[config.mk]
export PLATFORM = sky130hd
export DESIGN_NAME = i2c_master_bit_engine
export DESIGN_NICKNAME = d
export VERILOG_FILES = /design/src/hw/rtl/i2cbe_pkg.sv /design/src/hw/rtl/i2cbe_step.sv /design/src/hw/rtl/i2c_master_bit_engine.sv
export SDC_FILE = /design/constraint.sdc
export NUM_CORES = 1
export LEC_CHECK = 0
export ABC_AREA = 1
export ABC_CLOCK_PERIOD_IN_PS = 2800
export BUFFER_PORTS_ARGS = -buffer_cell sky130_fd_sc_hd__buf_2
export CORE_ASPECT_RATIO = 0.6
export CORE_MARGIN = 2
export CORE_UTILIZATION = 60
export CTS_BUF_LIST = sky130_fd_sc_hd__clkbuf_4
export CTS_CLUSTER_SIZE = 28
export DETAILED_ROUTE_END_ITERATION = 8
export PLACE_DENSITY_LB_ADDON = 0.15
export SYNTH_ARGS = -nofsm -noshare
export SYNTH_HDL_FRONTEND = slang
export SYNTH_SLANG_ARGS = --single-unit
[constraint.sdc]
create_clock -name clk_i -period 2.8 [get_ports clk_i]
set_input_delay 0.28 -clock clk_i [delete_from_list [all_inputs] [get_ports clk_i]]
set_output_delay 0.28 -clock clk_i [all_outputs]
set_load 0.01 [all_outputs]
[src/hw/rtl/i2cbe_pkg.sv]
`timescale 1ns / 1ps

package i2cbe_pkg;

  localparam int unsigned HoldW = 8;
  localparam int unsigned ByteW = 8;
  localparam logic [3:0] BitsPerByte = 4'd8;
  localparam logic [HoldW-1:0] ShortHold = 8'd1;
  localparam logic [HoldW-1:0] LowHoldReset = 8'd6;
  localparam logic [HoldW-1:0] HighHoldReset = 8'd4;

  typedef enum logic [3:0] {
    PH_IDLE   = 4'd0,
    PH_ST_REL = 4'd1,
    PH_ST_SDA = 4'd2,
    PH_W_LOW  = 4'd3,
    PH_W_DATA = 4'd4,
    PH_W_HIGH = 4'd5,
    PH_A_LOW  = 4'd6,
    PH_A_REL  = 4'd7,
    PH_A_HIGH = 4'd8,
    PH_R_LOW  = 4'd9,
    PH_R_HIGH = 4'd10,
    PH_K_LOW  = 4'd11,
    PH_K_HIGH = 4'd12,
    PH_P_LOW  = 4'd13,
    PH_P_SDA  = 4'd14,
    PH_P_HIGH = 4'd15
  } phase_e;

  typedef enum logic [2:0] {
    CMD_TICK  = 3'd0,
    CMD_START = 3'd1,
    CMD_WRITE = 3'd2,
    CMD_READ  = 3'd3,
    CMD_STOP  = 3'd4
  } cmd_e;

  typedef enum logic [2:0] {
    OP_NONE     = 3'd0,
    OP_START    = 3'd1,
    OP_WRITE    = 3'd2,
    OP_READ     = 3'd3,
    OP_STOP     = 3'd4,
    OP_READ_ACK = 3'd5
  } op_e;

  typedef enum logic {
    CFG_LOW_HOLD  = 1'b0,
    CFG_HIGH_HOLD = 1'b1
  } cfg_idx_e;

  typedef struct packed {
    phase_e           phase;
    logic [3:0]       bit_left;
    logic [ByteW-1:0] shift_byte;
    op_e              active_op;
    logic [HoldW-1:0] hold_left;
    logic             scl_drive;
    logic             sda_drive;
    logic             ack_flag;
    logic [ByteW-1:0] last_read;
  } eng_state_t;

  typedef struct packed {
    logic done;
    logic rejected;
  } step_flags_t;

endpackage

[src/hw/rtl/i2cbe_step.sv]
`timescale 1ns / 1ps

module i2cbe_step (
  input  i2cbe_pkg::eng_state_t  cur_i,
  input  logic [7:0]             low_hold_i,
  input  logic [7:0]             high_hold_i,
  input  logic [2:0]             command_i,
  input  logic [6:0]             address_i,
  input  logic                   read_write_i,
  input  logic [7:0]             write_data_i,
  input  logic                   send_ack_i,
  input  logic                   sda_in_i,
  output i2cbe_pkg::eng_state_t  nxt_o,
  output i2cbe_pkg::step_flags_t flags_o
);
  import i2cbe_pkg::*;

  logic [HoldW-1:0] lo;
  logic [HoldW-1:0] hi;

  assign lo = (low_hold_i == '0) ? ShortHold : low_hold_i;
  assign hi = (high_hold_i == '0) ? ShortHold : high_hold_i;

  function automatic eng_state_t enter(eng_state_t s, phase_e p,
                                       logic [HoldW-1:0] l, logic [HoldW-1:0] h);
    eng_state_t r;
    r = s;
    r.phase = p;
    unique case (p)
      PH_ST_REL: begin r.scl_drive = 1'b1; r.sda_drive = 1'b1; r.hold_left = h; end
      PH_ST_SDA: begin r.sda_drive = 1'b0; r.hold_left = h; end
      PH_W_LOW:  begin r.scl_drive = 1'b0; r.sda_drive = 1'b0; r.hold_left = l; end
      PH_W_DATA: begin r.sda_drive = s.shift_byte[ByteW-1]; r.hold_left = ShortHold; end
      PH_W_HIGH: begin r.scl_drive = 1'b1; r.hold_left = h; end
      PH_A_LOW:  begin r.scl_drive = 1'b0; r.hold_left = l; end
      PH_A_REL:  begin r.sda_drive = 1'b1; r.hold_left = ShortHold; end
      PH_A_HIGH: begin r.scl_drive = 1'b1; r.hold_left = h; end
      PH_R_LOW:  begin r.scl_drive = 1'b0; r.sda_drive = 1'b1; r.hold_left = l; end
      PH_R_HIGH: begin r.scl_drive = 1'b1; r.hold_left = h; end
      PH_K_LOW: begin
        r.scl_drive = 1'b0;
        r.sda_drive = (s.active_op == OP_READ_ACK) ? 1'b0 : 1'b1;
        r.hold_left = l;
      end
      PH_K_HIGH: begin r.scl_drive = 1'b1; r.hold_left = h; end
      PH_P_LOW:  begin r.scl_drive = 1'b0; r.hold_left = l; end
      PH_P_SDA:  begin r.sda_drive = 1'b0; r.hold_left = ShortHold; end
      PH_P_HIGH: begin r.scl_drive = 1'b1; r.hold_left = ShortHold; end
      PH_IDLE:   begin r.hold_left = '0; end
    endcase
    return r;
  endfunction

  function automatic eng_state_t finish(eng_state_t s);
    eng_state_t r;
    r = s;
    r.phase = PH_IDLE;
    r.active_op = OP_NONE;
    r.hold_left = '0;
    return r;
  endfunction

  always_comb begin
    eng_state_t n;
    logic [3:0] bl;
    logic [ByteW-1:0] sb;
    n = cur_i;
    flags_o = '0;
    bl = (cur_i.bit_left != '0) ? cur_i.bit_left - 4'd1 : cur_i.bit_left;
    sb = '0;
    if (cur_i.phase != PH_IDLE) begin
      flags_o.rejected = (command_i != CMD_TICK);
      if (cur_i.hold_left != '0) begin
        n.hold_left = cur_i.hold_left - 8'd1;
      end
      if (n.hold_left == '0) begin
        unique case (cur_i.phase)
          PH_ST_REL: n = enter(n, PH_ST_SDA, lo, hi);
          PH_ST_SDA: begin
            n.bit_left = BitsPerByte;
            n = enter(n, PH_W_LOW, lo, hi);
          end
          PH_W_LOW:  n = enter(n, PH_W_DATA, lo, hi);
          PH_W_DATA: n = enter(n, PH_W_HIGH, lo, hi);
          PH_W_HIGH: begin
            n.shift_byte = {cur_i.shift_byte[ByteW-2:0], 1'b0};
            n.bit_left = bl;
            n = enter(n, (bl != '0) ? PH_W_LOW : PH_A_LOW, lo, hi);
          end
          PH_A_LOW:  n = enter(n, PH_A_REL, lo, hi);
          PH_A_REL:  n = enter(n, PH_A_HIGH, lo, hi);
          PH_A_HIGH: begin
            n.ack_flag = ~sda_in_i;
            n = finish(n);
            flags_o.done = 1'b1;
          end
          PH_R_LOW:  n = enter(n, PH_R_HIGH, lo, hi);
          PH_R_HIGH: begin
            sb = {cur_i.shift_byte[ByteW-2:0], sda_in_i};
            n.shift_byte = sb;
            n.bit_left = bl;
            if (bl != '0) begin
              n = enter(n, PH_R_LOW, lo, hi);
            end else begin
              n.last_read = sb;
              n = enter(n, PH_K_LOW, lo, hi);
            end
          end
          PH_K_LOW:  n = enter(n, PH_K_HIGH, lo, hi);
          PH_K_HIGH: begin
            n.scl_drive = 1'b0;
            n.sda_drive = 1'b1;
            n = finish(n);
            flags_o.done = 1'b1;
          end
          PH_P_LOW:  n = enter(n, PH_P_SDA, lo, hi);
          PH_P_SDA:  n = enter(n, PH_P_HIGH, lo, hi);
          PH_P_HIGH: begin
            n.sda_drive = 1'b1;
            n = finish(n);
            flags_o.done = 1'b1;
          end
          PH_IDLE: begin
            n = finish(n);
            flags_o.done = 1'b1;
          end
        endcase
      end
    end else begin
      unique case (command_i)
        CMD_START: begin
          n.active_op = OP_START;
          n.shift_byte = {address_i, read_write_i};
          n.bit_left = BitsPerByte;
          n = enter(n, PH_ST_REL, lo, hi);
        end
        CMD_WRITE: begin
          n.active_op = OP_WRITE;
          n.shift_byte = write_data_i;
          n.bit_left = BitsPerByte;
          n = enter(n, PH_W_LOW, lo, hi);
        end
        CMD_READ: begin
          n.active_op = send_ack_i ? OP_READ_ACK : OP_READ;
          n.shift_byte = '0;
          n.bit_left = BitsPerByte;
          n = enter(n, PH_R_LOW, lo, hi);
        end
        CMD_STOP: begin
          n.active_op = OP_STOP;
          n = enter(n, PH_P_LOW, lo, hi);
        end
        default: begin
          n = cur_i;
        end
      endcase
    end
    nxt_o = n;
  end

endmodule

[src/hw/rtl/i2c_master_bit_engine.sv]
`timescale 1ns / 1ps

// I2C master bit engine. Every input beat, a tick or a command, advances the
// sequencer by exactly one step, and one result beat comes out per input beat.
// The step is computed combinationally from the state registers and the input, so
// a new beat is taken on every clock while the output register is free or
// being drained; the output register is the only register between a beat and
// its result. The two hold registers are written through the configuration
// channel, which is always ready.
module i2c_master_bit_engine (
  input  logic       clk_i,
  input  logic       rst_ni,
  input  logic       cfg_valid_i,
  output logic       cfg_ready_o,
  input  logic       cfg_index_i,
  input  logic [7:0] cfg_data_i,
  input  logic       in_valid_i,
  output logic       in_ready_o,
  input  logic [2:0] command_i,
  input  logic [6:0] address_i,
  input  logic       read_write_i,
  input  logic [7:0] write_data_i,
  input  logic       send_ack_i,
  input  logic       sda_in_i,
  output logic       out_valid_o,
  input  logic       out_ready_i,
  output logic       scl_level_o,
  output logic       sda_level_o,
  output logic       busy_res_o,
  output logic       done_res_o,
  output logic       ack_seen_o,
  output logic [7:0] read_data_o,
  output logic       rejected_o
);
  import i2cbe_pkg::*;

  eng_state_t  state_q, state_d;
  step_flags_t flags;
  logic [HoldW-1:0] low_hold_q, high_hold_q;
  logic out_valid_q;
  logic accept;

  assign cfg_ready_o = 1'b1;
  assign in_ready_o  = ~out_valid_q | out_ready_i;
  assign accept      = in_valid_i & in_ready_o;

  i2cbe_step u_step (
    .cur_i        (state_q),
    .low_hold_i   (low_hold_q),
    .high_hold_i  (high_hold_q),
    .command_i    (command_i),
    .address_i    (address_i),
    .read_write_i (read_write_i),
    .write_data_i (write_data_i),
    .send_ack_i   (send_ack_i),
    .sda_in_i     (sda_in_i),
    .nxt_o        (state_d),
    .flags_o      (flags)
  );

  always_ff @(posedge clk_i or negedge rst_ni) begin
    if (!rst_ni) begin
      low_hold_q  <= LowHoldReset;
      high_hold_q <= HighHoldReset;
    end else if (cfg_valid_i) begin
      unique case (cfg_idx_e'(cfg_index_i))
        CFG_LOW_HOLD:  low_hold_q  <= cfg_data_i;
        CFG_HIGH_HOLD: high_hold_q <= cfg_data_i;
      endcase
    end
  end

  always_ff @(posedge clk_i or negedge rst_ni) begin
    if (!rst_ni) begin
      state_q <= '{phase: PH_IDLE, bit_left: '0, shift_byte: '0, active_op: OP_NONE,
                   hold_left: '0, scl_drive: 1'b1, sda_drive: 1'b1, ack_flag: 1'b0,
                   last_read: '0};
      out_valid_q <= 1'b0;
    end else begin
      if (accept) begin
        state_q <= state_d;
      end
      if (in_ready_o) begin
        out_valid_q <= in_valid_i;
      end
    end
  end

  always_ff @(posedge clk_i) begin
    if (accept) begin
      scl_level_o <= state_d.scl_drive;
      sda_level_o <= state_d.sda_drive;
      busy_res_o  <= (state_d.phase != PH_IDLE);
      done_res_o  <= flags.done;
      ack_seen_o  <= state_d.ack_flag;
      read_data_o <= state_d.last_read;
      rejected_o  <= flags.rejected;
    end
  end

  assign out_valid_o = out_valid_q;

endmodule

==> results.ini <==
[yosys]
yosysTopAreaCell=dfrtp_1
syn_inst=637
synth_most_common_cell=nand2_1
ys_seq_elements=69
ys_top_cells_by_count=201 x nand2_1, 85 x inv_1, 65 x nand3_1, 64 x o21ai_0, 50 x dfrtp_1
yosysWarningCount=0
synth_compound_area_frac=0.146
ys_async_sr_fraction=0.797
synth_area_per_cell_um2=6.90
synth_fa_ha_area_frac=0.00570
synthSimpleGateAreaFrac=0.332
synthesis.area_mm2=0.00439
synth_top_family_by_area=simple AND/OR/NAND/NOR gates
synth.area.top_cells=dfrtp_1 28%, nand2_1 17%, edfxtp_1 9.6%
synthXorXnorAreaFrac=0.00199
synth_ff_type=dfrtp_1
synth-seq-area-share=0.410
synth-edff-count=14
synth_mux_area_frac=0
ys_types=36
yosysTopAreaCellShare=0.285
synth_nets=674

[critical_path]
critPathRequiredTime_ns=2.99
cp.arrival_ns=2.71
crit_type=flop to flop
critPathCaptureType=flop
worstPathCellList=inv_1 > ha_1 > nand2_2 > inv_2 > nand2_4 > nand2_1 > nand2_1 > nand2_1 > nor2_4 > nand2_2 > clkinv_2 > nand2_1 > nand3_1 > nor2_1 > nand2_1
cp_slowest_cell=dfrtp_1
setup.worst_path.start_class=flop
crit_fanout=14
crit_top_cell=nand2_1
regToRegEndpoint=busy_res_o
cpPeakStageDelay_ns=0.43
timing.rr.start=state_q[11]
reg2reg_depth=15
r2r_slack_ns=0.28

[floorplan]
dieWidth_um=114
fp.dieArea_mm2=0.00804
rows=24
core_mm2=0.00718
die_h_um=70.3
start_util=0.612
io_pins=52

[sta]
clock_skew_ns=0.0133
period_share=0.900
finalSetupViolCount=0
fin_tns_setup_ns=0
report.final.slew_viol_count=0
rsz0062_at_grt=false
hold_viol=0
relSlewSlack=0.555
clock.fmax_mhz=397
tightestPinTransition_ns=0.663
min_period_ns=2.52

[global_route]
gr-usage-met2=0.405
grt_pass1_vias=4002
grt-busiest-layer=met1
gr-total-overflow=0
grt_util_all_layers=0.326
met3_usage=0.149
grt_pass1_wl_mm=20.1
antenna_found_initial=0
grt_max_degree=56
met1_usage=0.510

[cts]
insertion_delay_ns=0.43
path_clk_slew_ns=0.12
cts_tree=yes
clockBufferDepth=2
h-tree-depth=3
cts_buffers=9
clock_sinks=69
cts_root_buf=clkbuf_4
cts_resized=0

[finish]
nNetsFinal=735
fin_util=0.685
drive_gt1_frac=0.156
diodes=0
n_fill_cell=624
area_growth_pct=12.0
design_area_mm2=0.00492

[worst_hold_path]
hold_path.startpoint=cfg_data_i[1]
hold_depth=3
min_to=low_hold_q[1]
hp-class=input pin to flop

[place]
dp.final_hpwl_mm=9.40
io_buffers=50
placed_cell_area_mm2=0.00479
globalplace.congestion=0.983

[pwr]
power_leakage_nw=2.56
p_total_mw=4.34
ir_drop_mv=0.485
power_density_mw_per_mm2=883

[drt]
antenna_left=0
drt_first_pass_iters=6
drc=0
avgRoutedWirePerCell_um=15.6
vias=4464
wirelength_mm=12.4
viasPerCell=5.62
first_iter_violations=600

[flow_run]
cap_violations=0

[outcome]
outcome=finished, final reports clean

[critical path: cells and delay by family, from the launching register on]
family,cells,cell delay [ns]
simple gates,11,1.13
buf+inv,3,0.49
flops,1,0.43
fa+ha+maj,1,0.23
[flip-flops by register name, summed over array words and instances, names as in the netlist]
signal and count:
state_q 38, high_hold_q 8, low_hold_q 8, read_data_o 8, ack_seen_o 1, busy_res_o 1, done_res_o 1, out_valid_o 1
rejected_o 1, scl_level_o 1, sda_level_o 1
[stage by stage]
step | hold WS [ns] | std cells | worst slack, ns
finish | 0.0591 | 794 | 0.279
CTS | 0.0433 | 792 | 0.253
global placement | 0.299 | 775 | 0.370
global route | 0.0613 | 794 | 0.0957
floorplan | -0.0156 | 637 | 0.741
detailed placement | 0.326 | 775 | 0.273
[report_power, final]
group | leakage [nW] | internal, mW | switching (mW)
Combinational | 1.67 | 0.691 | 1.54
Clock | 0.0610 | 0.182 | 0.368
Sequential | 0.827 | 1.33 | 0.236
Total | 2.56 | 2.20 | 2.14
[logic make-up after synthesis]
kind of cell    Yosys count
simple gates            335
compound gates          117
buf+inv                 112
flops                    69
fa+ha+maj                 2
xor+xnor                  1
other cells               1
[final cells by class]
class / instances / area [um2] / share of cell area
timing repair buffer: 65 / 390 / 0.0794
sequential: 69 / 1800 / 0.367
tap: 91 / 114 / 0.0231
multi-input combinational: 456 / 2140 / 0.435
clock inverter: 6 / 30.0 / 0.00611
clock buffer: 10 / 75.1 / 0.0153
inverter: 97 / 365 / 0.0743
[worst max-delay path by stage]
stage,from,slack (ns),depth (start not counted),endpoint
after global routing,state_q[11],0.1,12,state_q[30]
after detailed placement,state_q[11],0.27,11,read_data_o[5]
after floorplan,state_q[11],0.74,14,read_data_o[5]
final,state_q[11],0.28,15,busy_res_o
after global placement,state_q[11],0.37,13,read_data_o[5]
after CTS,state_q[11],0.25,11,read_data_o[0]
[what timing repair did]
| item | in CTS | in global routing |
|---|---|---|
| setup buffers | 0 | 2 |
| endpoints found under the hold margin | 50 | 0 |
| hold buffers | 1 | 0 |
| endpoints found under the setup margin | 0 | 2 |
[cell usage in the layout (no fill, tap or decap), types with 2 or more instances in the layout]
master	synthesis	layout
nand4_1	6	6
o21ai_0	64	64
nand3_1	65	65
clkbuf_4	0	10
nand2_4	2	2
a31oi_1	2	2
clkinv_2	1	4
nor2_2	4	4
dfrtp_1	50	50
o21ai_1	8	8
nand2_2	6	6
nand2_1	201	201
inv_1	85	85
buf_4	3	12
ha_1	2	2
edfxtp_1	14	14
nor3_1	7	7
buf_2	1	50
a22oi_1	7	7
dfstp_2	5	5
nor2_1	36	36
a22o_1	8	8
clkinv_1	2	4
nor2_4	4	4
a21oi_1	25	25
o211ai_1	2	2
buf_12	0	2
inv_2	9	9
[per-layer routing]
| layer | wire, um | up-vias | share of wire |
|---|---|---|---|
| met5 | 0 | - | 0 |
| li1 | - | 2183 | - |
| met4 | 89 | 0 | 0.0072 |
| met1 | 5920 | 2010 | 0.48 |
| met2 | 4580 | 260 | 0.37 |
| met3 | 1810 | 11 | 0.15 |
Power figures use the tool's default switching activity.
